==> src/design/srmp_pkg.sv <==
package srmp_pkg;

  // Configuration register indexes
  localparam int unsigned CfgIdxW = 3;
  localparam logic [CfgIdxW-1:0] CFG_MOTION_MODE   = 3'd0;
  localparam logic [CfgIdxW-1:0] CFG_MOVE_NEGATIVE = 3'd1;
  localparam logic [CfgIdxW-1:0] CFG_TARGET_PULSES = 3'd2;
  localparam logic [CfgIdxW-1:0] CFG_RAMP_STEPS    = 3'd3;
  localparam logic [CfgIdxW-1:0] CFG_STEP_PULSES   = 3'd4;
  localparam logic [CfgIdxW-1:0] CFG_BASE_SPEED    = 3'd5;

  // Widest register on the configuration port
  localparam int unsigned CfgDataW = 24;

  // Field widths
  localparam int unsigned EncW    = 32;
  localparam int unsigned TargetW = 24;
  localparam int unsigned StepW   = 4;   // ramp step counters and multiples
  localparam int unsigned PulseW  = 16;
  localparam int unsigned BaseW   = 7;
  localparam int unsigned SpeedW  = 8;

  // Product of a step count and step_pulses
  localparam int unsigned ThrW = StepW + PulseW;
  // Signed deceleration point: target plus or minus a few step spans
  localparam int unsigned DpW  = 27;

  typedef struct packed {
    logic            start_req;
    logic [EncW-1:0] enc_left;
    logic [EncW-1:0] enc_right;
  } in_item_t;

  typedef struct packed {
    logic signed [SpeedW-1:0] speed_cmd;
    logic                     move_done;
  } out_item_t;

endpackage

==> src/design/stepped_ramp_motion_profile_core.sv <==
// Stepped trapezoidal speed ramp for a two-wheel drive.
// Samples pass the input register, the single compute stage and the output register in turn.
// Throughput: one sample per cycle unless stalled; the ramp state updates in that stage.
// The input stage stalls only while the output register holds an untaken result.
// Reset (rst_ni low, asynchronous): no armed move, configuration at its defaults.
module stepped_ramp_motion_profile_core #(
  parameter int unsigned COUNT_BITS = 32,
  parameter int unsigned MAX_STEPS  = 8
) (
  input  logic                               clk_i,
  input  logic                               rst_ni,
  // sample channel
  input  logic                               in_valid_i,
  output logic                               in_stall_o,
  input  srmp_pkg::in_item_t                 in_data_i,
  // result channel
  output logic                               out_valid_o,
  input  logic                               out_stall_i,
  output srmp_pkg::out_item_t                out_data_o,
  // configuration write channel
  input  logic                               cfg_valid_i,
  output logic                               cfg_ready_o,
  input  logic [srmp_pkg::CfgIdxW-1:0]       cfg_index_i,
  input  logic [srmp_pkg::CfgDataW-1:0]      cfg_data_i
);
  import srmp_pkg::*;

  localparam int unsigned CmpW = ((COUNT_BITS > DpW) ? COUNT_BITS : DpW) + 1;
  localparam logic [StepW-1:0] MaxStepsC = StepW'(MAX_STEPS);

  // Configuration registers
  logic               mode_q, neg_q;
  logic [TargetW-1:0] target_q;
  logic [StepW-1:0]   ramp_q;
  logic [PulseW-1:0]  step_q;
  logic [BaseW-1:0]   base_q;

  assign cfg_ready_o = 1'b1;

  always_ff @(posedge clk_i or negedge rst_ni) begin
    if (!rst_ni) begin
      mode_q   <= 1'b0;
      neg_q    <= 1'b0;
      target_q <= '0;
      ramp_q   <= '0;
      step_q   <= PulseW'(1);
      base_q   <= BaseW'(1);
    end else if (cfg_valid_i) begin
      case (cfg_index_i)
        CFG_MOTION_MODE:   mode_q   <= cfg_data_i[0];
        CFG_MOVE_NEGATIVE: neg_q    <= cfg_data_i[0];
        CFG_TARGET_PULSES: target_q <= cfg_data_i[TargetW-1:0];
        CFG_RAMP_STEPS:    ramp_q   <= cfg_data_i[StepW-1:0];
        CFG_STEP_PULSES:   step_q   <= cfg_data_i[PulseW-1:0];
        CFG_BASE_SPEED:    base_q   <= cfg_data_i[BaseW-1:0];
        default: ;
      endcase
    end
  end

  // Handshake: input register feeds the compute stage and output register
  logic     s1_valid_q;
  in_item_t s1_data_q;
  logic     out_valid_q;
  out_item_t out_data_q;
  logic     out_ready, s1_adv;

  assign out_ready  = !out_valid_q || !out_stall_i;
  assign s1_adv     = s1_valid_q && out_ready;
  assign in_stall_o = s1_valid_q && !out_ready;

  always_ff @(posedge clk_i or negedge rst_ni) begin
    if (!rst_ni) begin
      s1_valid_q <= 1'b0;
    end else if (!in_stall_o) begin
      s1_valid_q <= in_valid_i;
    end
  end

  always_ff @(posedge clk_i) begin
    if (in_valid_i && !in_stall_o) begin
      s1_data_q <= in_data_i;
    end
  end

  // Ramp state
  logic                   moving_q, moving_d;
  logic [StepW-1:0]       steps_q, steps_d;
  logic [StepW-1:0]       accel_q, accel_d;
  logic [StepW-1:0]       decel_q, decel_d;
  logic signed [DpW-1:0]  dp_q, dp_d;
  logic [SpeedW-1:0]      rspeed_q, rspeed_d;
  out_item_t              res_d;

  // base_speed times a multiple, saturated to 8 bits
  function automatic logic [SpeedW-1:0] speed_of(input logic [BaseW-1:0] base,
                                                 input logic [StepW-1:0] mult);
    logic [BaseW+StepW-1:0] prod;
    prod = {{StepW{1'b0}}, base} * {{BaseW{1'b0}}, mult};
    speed_of = (prod > (BaseW+StepW)'(255)) ? 8'hFF : prod[SpeedW-1:0];
  endfunction

  // Signed command from a magnitude, saturated
  function automatic logic [SpeedW-1:0] speed_code(input logic [SpeedW-1:0] mag,
                                                   input logic negative);
    logic [SpeedW-1:0] code;
    if (negative) begin
      code = mag[SpeedW-1] ? 8'h80 : (~mag + 8'd1);
    end else begin
      code = mag[SpeedW-1] ? 8'h7F : mag;
    end
    speed_code = code;
  endfunction

  logic [StepW-1:0]      total, half;
  logic [ThrW-1:0]       half_prod, thr;
  logic                  cmd_neg;
  logic [COUNT_BITS-1:0] raw1, raw2, inv1, inv2, c1, c2;
  logic signed [CmpW-1:0] s1_x, s2_x, thr_x, tgt_x, dp_x;
  logic                  accel_hit, decel_hit, done_hit;

  assign total     = (ramp_q > MaxStepsC) ? MaxStepsC : ramp_q;
  assign half      = total >> 1;
  assign half_prod = {{PulseW{1'b0}}, half} * {{StepW{1'b0}}, step_q};
  assign thr       = {{PulseW{1'b0}}, steps_q + StepW'(1)} * {{StepW{1'b0}}, step_q};
  assign cmd_neg   = mode_q ? !neg_q : neg_q;

  // Count correction per mode and direction: a nonzero count is inverted, zero stays zero
  assign raw1 = s1_data_q.enc_left[COUNT_BITS-1:0];
  assign raw2 = s1_data_q.enc_right[COUNT_BITS-1:0];
  assign inv1 = (raw1 == '0) ? '0 : ~raw1;
  assign inv2 = (raw2 == '0) ? '0 : ~raw2;
  assign c1   = ((neg_q && !mode_q) || (mode_q && !neg_q)) ? inv1 : raw1;
  assign c2   = (neg_q) ? inv2 : raw2;

  // Signed compares at a common width
  assign s1_x  = CmpW'($signed(c1));
  assign s2_x  = CmpW'($signed(c2));
  assign thr_x = $signed(CmpW'(thr));
  assign tgt_x = $signed(CmpW'(target_q));
  assign dp_x  = CmpW'(dp_q);

  assign accel_hit = (steps_q < half) && (s1_x >= thr_x);
  assign decel_hit = (steps_q >= half) && (steps_q < total) && (s1_x >= dp_x);
  assign done_hit  = (s1_x >= tgt_x) && (s2_x >= tgt_x);

  // Next ramp state and result
  always_comb begin
    moving_d  = moving_q;
    steps_d   = steps_q;
    accel_d   = accel_q;
    decel_d   = decel_q;
    dp_d      = dp_q;
    rspeed_d  = rspeed_q;
    res_d.speed_cmd = '0;
    res_d.move_done = 1'b1;
    if (s1_data_q.start_req) begin
      moving_d  = 1'b1;
      steps_d   = '0;
      accel_d   = StepW'(2);
      decel_d   = '0;
      dp_d      = DpW'(target_q) - DpW'(half_prod);
      rspeed_d  = speed_of(base_q, StepW'(1));
      res_d.speed_cmd = speed_code(rspeed_d, cmd_neg);
      res_d.move_done = 1'b0;
    end else if (moving_q) begin
      if (accel_hit) begin
        rspeed_d = speed_of(base_q, accel_q);
        decel_d  = accel_q;
        accel_d  = accel_q + StepW'(2);
        steps_d  = steps_q + StepW'(1);
      end else if (decel_hit) begin
        decel_d  = (decel_q <= StepW'(2)) ? StepW'(1) : (decel_q - StepW'(2));
        rspeed_d = speed_of(base_q, decel_d);
        steps_d  = steps_q + StepW'(1);
        dp_d     = dp_q + DpW'(step_q);
      end
      if (done_hit) begin
        moving_d = 1'b0;
      end else begin
        res_d.speed_cmd = speed_code(rspeed_d, cmd_neg);
        res_d.move_done = 1'b0;
      end
    end
  end

  always_ff @(posedge clk_i or negedge rst_ni) begin
    if (!rst_ni) begin
      moving_q <= 1'b0;
      steps_q  <= '0;
      accel_q  <= StepW'(2);
      decel_q  <= '0;
      dp_q     <= '0;
      rspeed_q <= '0;
    end else if (s1_adv) begin
      moving_q <= moving_d;
      steps_q  <= steps_d;
      accel_q  <= accel_d;
      decel_q  <= decel_d;
      dp_q     <= dp_d;
      rspeed_q <= rspeed_d;
    end
  end

  // Output register
  always_ff @(posedge clk_i or negedge rst_ni) begin
    if (!rst_ni) begin
      out_valid_q <= 1'b0;
    end else if (s1_adv) begin
      out_valid_q <= 1'b1;
    end else if (!out_stall_i) begin
      out_valid_q <= 1'b0;
    end
  end

  always_ff @(posedge clk_i) begin
    if (s1_adv) begin
      out_data_q <= res_d;
    end
  end

  assign out_valid_o = out_valid_q;
  assign out_data_o  = out_data_q;

endmodule

==> config.mk <==
export PLATFORM = sky130hd
export DESIGN_NAME = stepped_ramp_motion_profile_core
export DESIGN_NICKNAME = d
export VERILOG_FILES = /design/src/design/srmp_pkg.sv /design/src/design/stepped_ramp_motion_profile_core.sv
export SDC_FILE = /design/constraint.sdc
export NUM_CORES = 1
export LEC_CHECK = 0
export ABC_AREA = 1
export BUFFER_PORTS_ARGS = -buffer_cell sky130_fd_sc_hd__buf_2
export CAP_MARGIN = 30
export CORE_AREA = 2 2 180 182
export DETAILED_ROUTE_END_ITERATION = 16
export DIE_AREA = 0 0 182 184
export GPL_TIMING_DRIVEN = 0
export PLACE_DENSITY = 0.73
export SYNTH_ARGS = -nofsm -noshare
export SYNTH_HDL_FRONTEND = slang
export SYNTH_SLANG_ARGS = --single-unit
==> constraint.sdc <==
create_clock -name clk_i -period 6.6 [get_ports clk_i]
set_input_delay 0.66 -clock clk_i [delete_from_list [all_inputs] [get_ports clk_i]]
set_output_delay 0.66 -clock clk_i [all_outputs]
set_load 0.005 [all_outputs]
Yosys cells after proc, flatten, opt, wreduce, memory -nomap -nowiden
Cells that the tools add are included.
{"block": "totals", "reg_bits": 177, "inputBits": 97, "output_inout_bits": 12}
{"block": "classes", "add_sub_neg": 7, "n_mul": 4, "order_cmp": 11, "n_eq_ne": 7, "mux": 42, "n_bitwise": 4, "n_reduce_logical": 34}
{"operator": "$mux 32", "count": 4}
{"operator": "$mux 27", "count": 4}
{"operator": "$mux 8", "count": 11}
{"operator": "$ge 32x25->1", "count": 2}
{"operator": "$logic_not 32->1", "count": 2}
{"operator": "$not 32->32", "count": 2}
{"operator": "$mux 4", "count": 13}
{"operator": "$ge 32x21->1", "count": 1}
{"operator": "$ge 32x27->1", "count": 1}
{"operator": "$add 27x16->27", "count": 1}
{"operator": "$mux 9", "count": 3}
{"operator": "$sub 24x19->25", "count": 1}
{"operator": "$gt 11x8->1 const B", "count": 2}
{"operator": "$mul 7x4->11", "count": 2}
{"operator": "$mul 4x16->20", "count": 1}
{"operator": "$mul 3x16->19", "count": 1}
{"operator": "$add 8x1->8 const B", "count": 2}
{"operator": "$reduce_and 2->1", "count": 7}
{"operator": "$logic_and 1x1->1", "count": 9}
{"operator": "$not 7->8", "count": 1}
{"operator": "$not 8->8", "count": 1}
{"operator": "$mux 7", "count": 1}
{"operator": "$eq 3x2->1 const B", "count": 2}
{"operator": "$eq 3x3->1 const B", "count": 2}
{"operator": "other kinds (19)", "count": 33}

Longest topological paths before layout
Gate-level depths: netlist of run 1.
{"block": "depth", "ltp_word": 17, "depth_mapped": 45}

Worst setup path after synthesis of run 1
Ideal clock, no wire load.
{"block": "synth_path", "path_type": "register to register", "from": "register steps_q[0]", "to": "register out_data_q (netlist bit out_data_o[5]), data pin", "setup_time_ns": 0.253, "arrival_time_ns": 6.101, "required_time_ns": 6.347, "path_slack_ns": 0.246, "path_stages_with_launch": 43, "synth_period_minus_slack_ns": 6.354, "cell_sequence": "dfrtp_1 nand3_1 xor2_1 inv_1 clkbuf_1 nor2_1 fa_1 inv_1 fa_1 inv_1 ha_1 a21o_1 nand2_1 nand3_1 nand3_1 nand2_1 a21boi_0 o21ai_0 [... 7 more ...] a21oi_1 o21ai_0 nor2_1 nand2_1 nor2_2 nand2_4 nand2_4 buf_12 nand3_2 nand2_2 ha_1 nand2_2 nor2_2 nand2_1 nand3b_1 nand2_1 nand2_1 nand2_1"}
{"item": "start: declaration", "line": "stepped_ramp_motion_profile_core.sv:88", "rtl": "logic [StepW-1:0] steps_q, steps_d;"}
{"item": "start signal: assignment", "line": "stepped_ramp_motion_profile_core.sv:197", "rtl": "steps_q <= steps_d;"}
{"item": "end signal: assignment", "line": "stepped_ramp_motion_profile_core.sv:218", "rtl": "out_data_q <= res_d;"}
{"item": "end: declaration", "line": "stepped_ramp_motion_profile_core.sv:65", "rtl": "out_item_t out_data_q;"}

==> reports/results.txt, run 1 <==
Outcome: completed
Chip Height: 184 µm
GRT met1 Usage: 0.386
RR Startpoint: steps_q[1]
Share of post-route cells with drive strength above 1: 0.127
R2R Path End: out_data_o[7]
Port bufs: 107
Synth top area cells: ha_1, dfrtp_1, edfxtp_1
Yosys top cell by area: ha_1
Vias in the first global route: 15400
Max clock buf depth: 2
Reg2Reg Depth: 38
Synth Warn #: 0
Crit Path Category: flip-flop to flip-flop
DRT Pass-1 Iters: 5
Mapped Avg Cell Area: 7.78 µm²
Synth cell types: 54
Worst skew pair latency: 460 ps
Critical path buffer and inverter count: 5
GR Util All Layers: 0.303
Initial core utilization: 0.544
CP required: 6810 ps
CTS root buffer: clkbuf_16
Drt total wl: 50400 µm
GR met3 Demand/Resource: 0.0483
Crit path max fanout: 7
Row count: 65
Worst reg-to-reg setup slack: 170 ps
FMAX: 0.156 GHz
Antenna violations before repair: 0
VDD IR max: 0.000242 V
Share of flip-flops with an asynchronous set or reset: 0.580
CP endpoint kind: flip-flop
CTS tree: built
Met2 Use GR: 0.508
WL/cell: 18.2 µm
Switching Share: 0.515
Clock Skews: 11.3 ps
Max-cap viol count: 0
Grt total ovfl: 0
Combinational Power Share: 0.692
Launching element type of the critical path: flip-flop
TritonCTS Buffers: 17
Placed instance area: 0.0182 mm²
DR vias: 15900
H-tree level count: 4
Top_reg_cell synth: dfrtp_1
Final ANT Viol Nets: 0
Pwr/cell area: 456 mW/mm²
Synth-to-Final Area Change: 13.0%
Cell area after synthesis: 0.0171 mm²
Non-filler instance count after layout: 2769
Placed cell count: 2709
Sequential share of power: 0.186
Die area: 0.0335 mm²
Max incr delay on CP: 560 ps
Busiest grt layer: met2
Yosys top cell area share: 0.151
First-pass GRT wire length: 78700 µm
Leakage: 9.38 nW
Final Cell Area: 0.0193 mm²
DP HPWL: 39600 µm
Int Power: 4.27 mW
Slew headroom: 0.294
Final #Nets: 2730
Die Wd: 182 µm
Minimum clock period: 6430 ps
Hold buffer count at cts: 0
Post-detailed-route DRC marker count: 0
CTS clk-pin slew, worst paths: 70 ps
Ports: 109
HP Class: input port to asynchronous set/reset pin
Final setup vio count: 0
Largest net degree at the start of global routing: 55
Worst Max-Slew Pin Slew: 1050 ps
Post-synth EDFFs: 74
Slowest stage cell, crit path: fa_1
DRT iter0 DRCs: 1326
Sw power: 4.53 mW
Clk sinks: 176
Delay-heaviest family, CP: adder cells
Placer Congestion: 0.953
Slew Limit Fails: 0
Clock power share: 0.122
Final Hold Vio Count: 0
Vias per cell: 5.73
Synth Register Bits: 176
Final worst path period share: 0.974
Critical path arrival: 6640 ps
Core area: 0.0314 mm²
Crit-path most repeated cell: nand2_1
Seq/Total Area, Yosys: 0.280
Gate count of the mapped netlist: 2195
## layer usage
metal,vias up,routed length (µm)
met4,0,2170
li1,7586,-
met1,7513,20900
met2,638,23700
met3,129,3560
met5,-,0
## cells in the final DEF (no fill, tap or decap), types with 9 or more instances in the layout
cell	synthesis	final
nand3_1	65	62
clkbuf_16	0	17
fa_1	74	73
nor2_2	5	9
nand2_1	465	461
mux2_2	15	15
o21a_1	29	29
nor2_1	177	172
o21ai_0	180	177
clkbuf_1	42	38
edfxtp_1	74	74
o211ai_1	9	9
nand4_1	35	35
dfrtp_1	99	96
o21ai_1	19	20
buf_4	4	32
nand2_2	13	16
a21oi_1	166	161
inv_1	321	316
a31oi_1	12	12
xnor2_1	21	20
ha_1	206	197
xor2_1	27	25
nor3_1	26	26
inv_2	8	12
buf_2	3	110
## synthesized netlist by cell type, types with 6 or more instances
| master | instances |
|---|---|
| a211oi_1 | 6 |
| o21ai_1 | 19 |
| nand4_1 | 35 |
| xnor2_1 | 21 |
| nand2_2 | 13 |
| o21ai_0 | 180 |
| nand2_1 | 465 |
| nor4_1 | 7 |
| dfrtp_1 | 99 |
| edfxtp_1 | 74 |
| nor2_1 | 177 |
| nand2_4 | 7 |
| fa_1 | 74 |
| mux2_2 | 15 |
| o211ai_1 | 9 |
| a21oi_1 | 166 |
| a31oi_1 | 12 |
| o21bai_1 | 7 |
| o21a_1 | 29 |
| nand3_1 | 65 |
| clkbuf_1 | 42 |
| nor3_1 | 26 |
| ha_1 | 206 |
| xor2_1 | 27 |
| a22oi_1 | 8 |
| inv_2 | 8 |
| inv_1 | 321 |
| a21o_1 | 8 |
## per-stage QoR
step	setup WS (ps)	utilization	hold WS, ps	power (mW)	TNS, ps
final	171	0.614	147	8.80	0
after global routing	-101	0.614	181	9.60	-161
after CTS	8.08	0.604	165	8.42	0
after detailed placement	-1340	0.579	462	7.17	-49410
after global placement	-1190	0.577	449	6.95	-43390
after floorplan	246	-	364	5.76	0
## power by group through the flow
stage          Combinational (mW)  Clock, mW  Sequential, mW
2_1_floorplan                4.20          0            1.57
3_3_place_gp                 5.31          0            1.64
3_5_place_dp                 5.52          0            1.64
4_1_cts                      5.72       1.08            1.62
5_1_grt                      6.81       1.12            1.66
6_report                     6.09       1.08            1.63
## logic make-up after synthesis
logic type | share of synthesized area
AOI/OAI and AO/OA | 0.150
xor gates and xnor gates | 0.0246
adders and majority gates | 0.238
buffers and inverters | 0.0895
DFF | 0.280
muxes | 0.00990
other | 0.000440
and+or+nand+nor | 0.208
## state kept, by name, indices dropped and copies added, names as in the netlist
signal and cells:
raw1 32, raw2 32, dp_q 27, target_q 24
step_q 16, out_data_o 9, rspeed_q 8, base_q 7
decel_q 4, ramp_q 4, steps_q 4, accel_q 3
mode_q 1, moving_q 1, neg_q 1, out_valid_o 1
s1_data_q 1, s1_valid_q 1
## area by class of cell
cell class,instances,area (µm²)
antenna,1,2.50
buffer,56,293
clock buffer,18,429
clock inverter,14,166
fill,2744,12100
inverter,330,1240
multi-input combinational,1632,11000
sequential,176,4780
tap,402,503
timing repair buffer,140,836
## what timing repair did
action / in CTS / in global routing
hold endpoints to repair: 0 / 0
setup endpoints to repair: 54 / 40
buffers inserted: 11 / 19
resized for setup: 34 / 36
pin swaps: 9 / 35
## how the worst max path moves through the flow
stage / end / depth (start not counted) / startpoint / slack (ps)
final: out_data_o[7] / 38 / steps_q[1] / 170
after global routing: out_data_o[7] / 38 / steps_q[1] / -100
after CTS: out_data_o[7] / 40 / steps_q[1] / 8
after detailed placement: out_data_o[7] / 42 / steps_q[0] / -1340
after global placement: out_data_o[5] / 42 / steps_q[0] / -1190
after floorplan: out_data_o[5] / 42 / steps_q[0] / 250
Power figures use the tool's default switching activity.
==> run 2: changes to the inputs <==
--- a/config.mk
+++ b/config.mk
@@ -8,11 +8,13 @@
 export ABC_AREA = 1
 export BUFFER_PORTS_ARGS = -buffer_cell sky130_fd_sc_hd__buf_2
 export CAP_MARGIN = 30
-export CORE_AREA = 2 2 180 182
+export CELL_PAD_IN_SITES_DETAIL_PLACEMENT = 1
+export CELL_PAD_IN_SITES_GLOBAL_PLACEMENT = 1
+export CORE_AREA = 2 2 205 207
 export DETAILED_ROUTE_END_ITERATION = 16
-export DIE_AREA = 0 0 182 184
+export DIE_AREA = 0 0 207 209
 export GPL_TIMING_DRIVEN = 0
-export PLACE_DENSITY = 0.73
+export PLACE_DENSITY = 0.75
 export SYNTH_ARGS = -nofsm -noshare
 export SYNTH_HDL_FRONTEND = slang
 export SYNTH_SLANG_ARGS = --single-unit
==> reports/results.txt, run 2 (same netlist as run 1, synthesis figures left out) <==
CTS clk-pin slew, worst paths: 80 ps (about the same)
Leakage: 9.47 nW (+0.96%)
Post-detailed-route DRC marker count: 0 (unchanged)
Final Power: 9.34 mW (+6.1%)
Final worst path period share: 0.975 (about the same)
Minimum clock period: 6430 ps (+5.66 ps)
Slew Limit Fails: 0 (unchanged)
Non-filler instance count after layout: 2917 (+5.3%)
GR Util All Layers: 0.275 (-0.0274)
Final #Nets: 2742 (+0.44%)
Grt total ovfl: 0 (unchanged)
FILL cells: 5157 (+88%)
Worst reg-to-reg setup slack: 170 ps (about the same)
HP Class: input port to asynchronous set/reset pin
VDD IR max: 0.000246 V (+1.7%)
Clk sinks: 176 (unchanged)
Max clock buf depth: 2 (unchanged)
Final setup vio count: 0 (unchanged)
Reg2Reg Depth: 42 (+11%)
Port bufs: 107 (unchanged)
Sw power: 4.87 mW (+7.4%)
Unrepaired setup endpoints after global routing: true
Worst Max-Slew Pin Slew: 1120 ps (+75.3 ps)
Vias per cell: 5.51 (-3.8%)
TritonCTS Buffers: 17 (unchanged)
Antenna violations before repair: 0 (unchanged)
CP required: 6840 ps (+30 ps)
Die area: 0.0433 mm² (+29%)
Max incr delay on CP: 560 ps (about the same)
Fin Hold WS: 70.5 ps (-76.3 ps)
Placer Congestion: 0.897 (-5.9%)
Chip Height: 209 µm (+14%)
Drt total wl: 60000 µm (+19%)
Int Power: 4.47 mW (+4.7%)
Crit path max fanout: 7 (unchanged)
Slowest stage cell, crit path: fa_1
Die Wd: 207 µm (+14%)
Largest net degree at the start of global routing: 72 (+31%)
Clock power share: 0.124 (+0.002)
Switching Share: 0.521 (+0.00631)
DP HPWL: 47500 µm (+20%)
WL/cell: 20.6 µm (+13%)
Worst skew pair latency: 480 ps (+20 ps)
Vias in the first global route: 17100 (+11%)
Share of post-route cells with drive strength above 1: 0.140 (+0.0132)
Synth-to-Final Area Change: 15.6%
Combinational Power Share: 0.701 (+0.009)
Pwr/cell area: 473 mW/mm² (+3.7%)
DRT Pass-1 Iters: 5 (unchanged)
Final Hold Vio Count: 0 (unchanged)
Critical path arrival: 6680 ps (+40 ps)
Share of the core filled with cells: 0.478 (-0.136)
DR vias: 16100 (+1.3%)
Sequential share of power: 0.175 (-0.011)
Max-cap viol count: 0 (unchanged)
H-tree level count: 4 (unchanged)
CTS tree: built
CTS root buffer: clkbuf_16
Outcome: completed
Initial core utilization: 0.413 (-0.130)
Ports: 109 (unchanged)
Core area: 0.0413 mm² (+32%)
RR Startpoint: steps_q[0]
Hold buffer count at cts: 0 (unchanged)
First-pass GRT wire length: 92700 µm (+18%)
R2R Path End: out_data_o[5]
Clock Skews: 21.4 ps (+10.1 ps)
Crit Path Category: flip-flop to flip-flop
CP endpoint kind: flip-flop
Most frequent cells in the layout: nand2_1, inv_1, ha_1, o21ai_0, nor2_1
Final ANT Viol Nets: 0 (unchanged)
Placed cell count: 2846 (+5.1%)
Commonest non-fill, non-tap cell in the layout: nand2_1
N_diodes: 0 (-1)
Launching element type of the critical path: flip-flop
FMAX: 0.155 GHz (about the same)
Crit-path most repeated cell: inv_2
DRT iter0 DRCs: 940 (-29%)
Slew headroom: 0.243 (-0.0507)
Row count: 75 (+15%)
[run 2: cell types whose count changed in the layout (fill, tap and decap cells not counted), moves of 3 or more]
cell and delta:
buf_4 +9, inv_2 +8, inv_1 -7, ha_1 -4
inv_8 +4, ha_4 +3, inv_6 -3, xor2_2 +3
[run 2: critical path: cells and delay by family, from the launching register on]
family                     cells  cell delay, ps
buffers and inverters          9             950
AOI/OAI and AO/OA              4             650
DFF                            1             420
xor gates and xnor gates       2             300
adders and majority gates      5            1820
and+or+nand+nor               22            2010
[run 2: stage by stage]
step / worst slack [ps] / setup TNS [ps] / area (µm²)
after floorplan: 246 / 0 / 17100
after global placement: -1350 / -52470 / 18300
after detailed placement: -1500 / -59070 / 18300
after CTS: 13.5 / 0 / 19300
after global routing: -165 / -714 / 19700
final: 165 / 0 / 19700
[run 2: final cells by class]
type,count,area [µm²],area share
multi-input cells,1632,11100,0.565
flip-flops and latches,176,4780,0.242
inverters,330,1240,0.0628
repair buffers,150,925,0.0469
well taps,539,674,0.0342
clock buffers,17,425,0.0216
plain buffers,58,329,0.0167
clock inverters,15,209,0.0106
[run 2: metal layers]
layer,GRT usage,vias up,part of all wire,wire (µm)
met5,0,-,0,0
met4,0.108,0,0.038,2300
met3,0.0347,99,0.038,2300
met2,0.485,351,0.49,29700
met1,0.343,8023,0.43,25700
li1,-,7607,-,-
[run 2: how the worst max path moves through the flow]
stage	start	end	slack (ps)	cells after the start
3_3_place_gp	steps_q[0]	out_data_o[7]	-1350	41
4_1_cts	steps_q[0]	out_data_o[5]	10	43
3_5_place_dp	steps_q[0]	out_data_o[5]	-1500	42
2_1_floorplan	steps_q[0]	out_data_o[5]	250	42
5_1_grt	steps_q[0]	out_data_o[5]	-160	42
6_report	steps_q[0]	out_data_o[5]	170	42
[run 2: power groups by stage]
stage / logic (mW) / registers (mW) / clock network [mW]
2_1_floorplan: 4.20 / 1.57 / 0
4_1_cts: 6.02 / 1.63 / 1.17
3_5_place_dp: 5.76 / 1.66 / 0
5_1_grt: 7.31 / 1.67 / 1.21
6_report: 6.54 / 1.64 / 1.16
3_3_place_gp: 5.46 / 1.65 / 0
[run 2: what timing repair did]
| action | CTS | global route |
|---|---|---|
| pin swaps | 13 | 60 |
| setup buffers | 15 | 26 |
| resized for setup | 42 | 59 |
| setup endpoints to repair | 54 | 46 |
| endpoints found under the hold margin | 0 | 0 |
==> run 3: changes to the inputs <==
--- a/config.mk
+++ b/config.mk
@@ -15,6 +15,7 @@
 export DIE_AREA = 0 0 207 209
 export GPL_TIMING_DRIVEN = 0
 export PLACE_DENSITY = 0.75
+export SETUP_SLACK_MARGIN = 0.5
 export SYNTH_ARGS = -nofsm -noshare
 export SYNTH_HDL_FRONTEND = slang
 export SYNTH_SLANG_ARGS = --single-unit
==> reports/results.txt, run 3 (same netlist as run 1, synthesis figures left out) <==
Outcome: completed
Reg2Reg Depth: 38 (-9.5%)
Worst skew pair latency: 480 ps (about the same)
CP required: 6830 ps (about the same)
Port bufs: 107 (unchanged)
RR Startpoint: steps_q[0]
DRT iter0 DRCs: 991 (+5.4%)
Slowest stage cell, crit path: fa_1
R2R Path End: out_data_o[6]
Worst reg-to-reg setup slack: 200 ps (+30 ps)
Unrepaired setup endpoints after global routing: true
CTS tree: built
Post-detailed-route DRC marker count: 0 (unchanged)
VDD IR max: 0.000223 V (-9.5%)
Ports: 109 (unchanged)
Final Cell Area: 0.0203 mm² (+2.7%)
FILL cells: 5092 (-1.3%)
Die area: 0.0433 mm² (unchanged)
WL/cell: 20.6 µm (about the same)
Grt total ovfl: 0 (unchanged)
Core area: 0.0413 mm² (unchanged)
Drt total wl: 60700 µm (+1.2%)
Max incr delay on CP: 550 ps (about the same)
DR vias: 16200 (+0.99%)
Worst setup path start: steps_q[0]
Clock Skews: 11.3 ps (-10.1 ps)
Final Power: 9.82 mW (+5.2%)
Clock power share: 0.109 (-0.015)
Fin Hold WS: 197 ps (+127 ps)
Critical path buffer and inverter count: 13 (+4)
Final setup vio count: 0 (unchanged)
Final Hold Vio Count: 0 (unchanged)
H-tree level count: 4 (unchanged)
Slew headroom: 0.301 (+0.0583)
Leakage: 9.71 nW (+2.6%)
Max-cap viol count: 0 (unchanged)
DRT Pass-1 Iters: 6 (+1)
Final #Nets: 2776 (+1.2%)
Placer Congestion: 0.913 (+1.8%)
N_diodes: 0 (unchanged)
CP endpoint kind: flip-flop
Critical path arrival: 6640 ps (-40 ps)
Setup tns final: 0 ps (unchanged)
Worst Max-Slew Pin Slew: 1040 ps (-82.6 ps)
Post-Place Setup Slack: -973 ps (+526 ps)
Synth-to-Final Area Change: 18.6%
Int Power: 4.72 mW (+5.7%)
Max clock buf depth: 2 (unchanged)
HP Class: input port to asynchronous set/reset pin
CTS clk-pin slew, worst paths: 80 ps (about the same)
Pwr/cell area: 485 mW/mm² (+2.5%)
Vias in the first global route: 17200 (+0.30%)
Clk sinks: 176 (unchanged)
Sw power: 5.10 mW (+4.7%)
Initial core utilization: 0.413 (unchanged)
Crit path to: out_data_o[6]
Sequential share of power: 0.168 (-0.007)
Delay-heaviest family, CP: adder cells
GR Util All Layers: 0.277 (+0.00124)
Post-route setup slack: 197 ps (+31.6 ps)
Commonest non-fill, non-tap cell in the layout: nand2_1
Crit Path Category: flip-flop to flip-flop
TritonCTS Buffers: 17 (unchanged)
Combinational Power Share: 0.724 (+0.023)
Switching Share: 0.519 (-0.00239)
Chip Height: 209 µm (unchanged)
Most frequent cells in the layout: nand2_1, inv_1, ha_1, nor2_1, a21oi_1
Row count: 75 (unchanged)
Final worst path period share: 0.970 (-0.00479)
Minimum clock period: 6400 ps (-31.6 ps)
Placed instance area: 0.0184 mm² (about the same)
Largest net degree at the start of global routing: 59 (-18%)
CTS root buffer: clkbuf_16
Final ANT Viol Nets: 0 (unchanged)
FMAX: 0.156 GHz (+0.49%)
Share of post-route cells with drive strength above 1: 0.166 (+0.0258)
DP HPWL: 47300 µm (-0.45%)
First-pass GRT wire length: 93700 µm (+1.1%)
Slew Limit Fails: 0 (unchanged)
Vias per cell: 5.50 (-0.17%)
CP Depth: 38 (-9.5%)
Launching element type of the critical path: flip-flop
Antenna violations before repair: 0 (unchanged)
Die Wd: 207 µm (unchanged)
Crit-path most repeated cell: buf_4
Crit path max fanout: 8 (+1)
==> run 3: how the worst min path moves through the flow <==
stage / from / to / slack, ps / depth (start not counted)
after floorplan: rst_ni / accel_q[2] / 360 / 0
after global placement: s1_valid_q / out_valid_o / 460 / 2
after detailed placement: rspeed_q[2] / rspeed_q[2] / 480 / 2
after CTS: rst_ni / ramp_q[3] / 210 / 1
after global routing: rst_ni / step_q[2] / 250 / 1
final: rst_ni / step_q[2] / 200 / 1
==> run 3: routing by layer <==
layer	global-route usage	routed length, µm	vias to the layer above
met2	0.484	29700	369
met3	0.0341	2410	114
met5	0	0	-
met1	0.346	26100	8085
met4	0.113	2510	0
li1	-	-	7671
==> run 3: power groups by stage <==
stage	registers (mW)	clock network [mW]	logic, mW
2_1_floorplan	1.57	0	4.20
3_3_place_gp	1.65	0	5.47
3_5_place_dp	1.66	0	5.78
4_1_cts	1.63	1.08	6.55
5_1_grt	1.67	1.11	7.87
6_report	1.65	1.07	7.11
==> run 3: final cells by class <==
| cell class | instances | area, µm² | share of cell area |
|---|---|---|---|
| multi-input cells | 1633 | 11300 | 0.558 |
| plain buffers | 59 | 402 | 0.0198 |
| repair buffers | 182 | 1250 | 0.0618 |
| clock buffers | 17 | 425 | 0.0210 |
| clock inverters | 15 | 161 | 0.00797 |
| flip-flops and latches | 176 | 4780 | 0.236 |
| inverters | 330 | 1260 | 0.0622 |
| well taps | 539 | 674 | 0.0333 |
==> run 3: timing repair <==
item / in CTS / in global routing
resized for setup: 90 / 103
pin swaps: 54 / 61
gates cloned: 0 / 4
hold buffers: 0 / 0
setup endpoints to repair: 54 / 54
buffers inserted: 47 / 23
hold endpoints to repair: 0 / 0
==> run 3: stage by stage <==
step | util | instances
2_1_floorplan | - | 2197
4_1_cts | 0.477 | 2924
3_5_place_dp | 0.444 | 2845
6_report | 0.490 | 2951
3_3_place_gp | 0.443 | 2843
5_1_grt | 0.490 | 2951
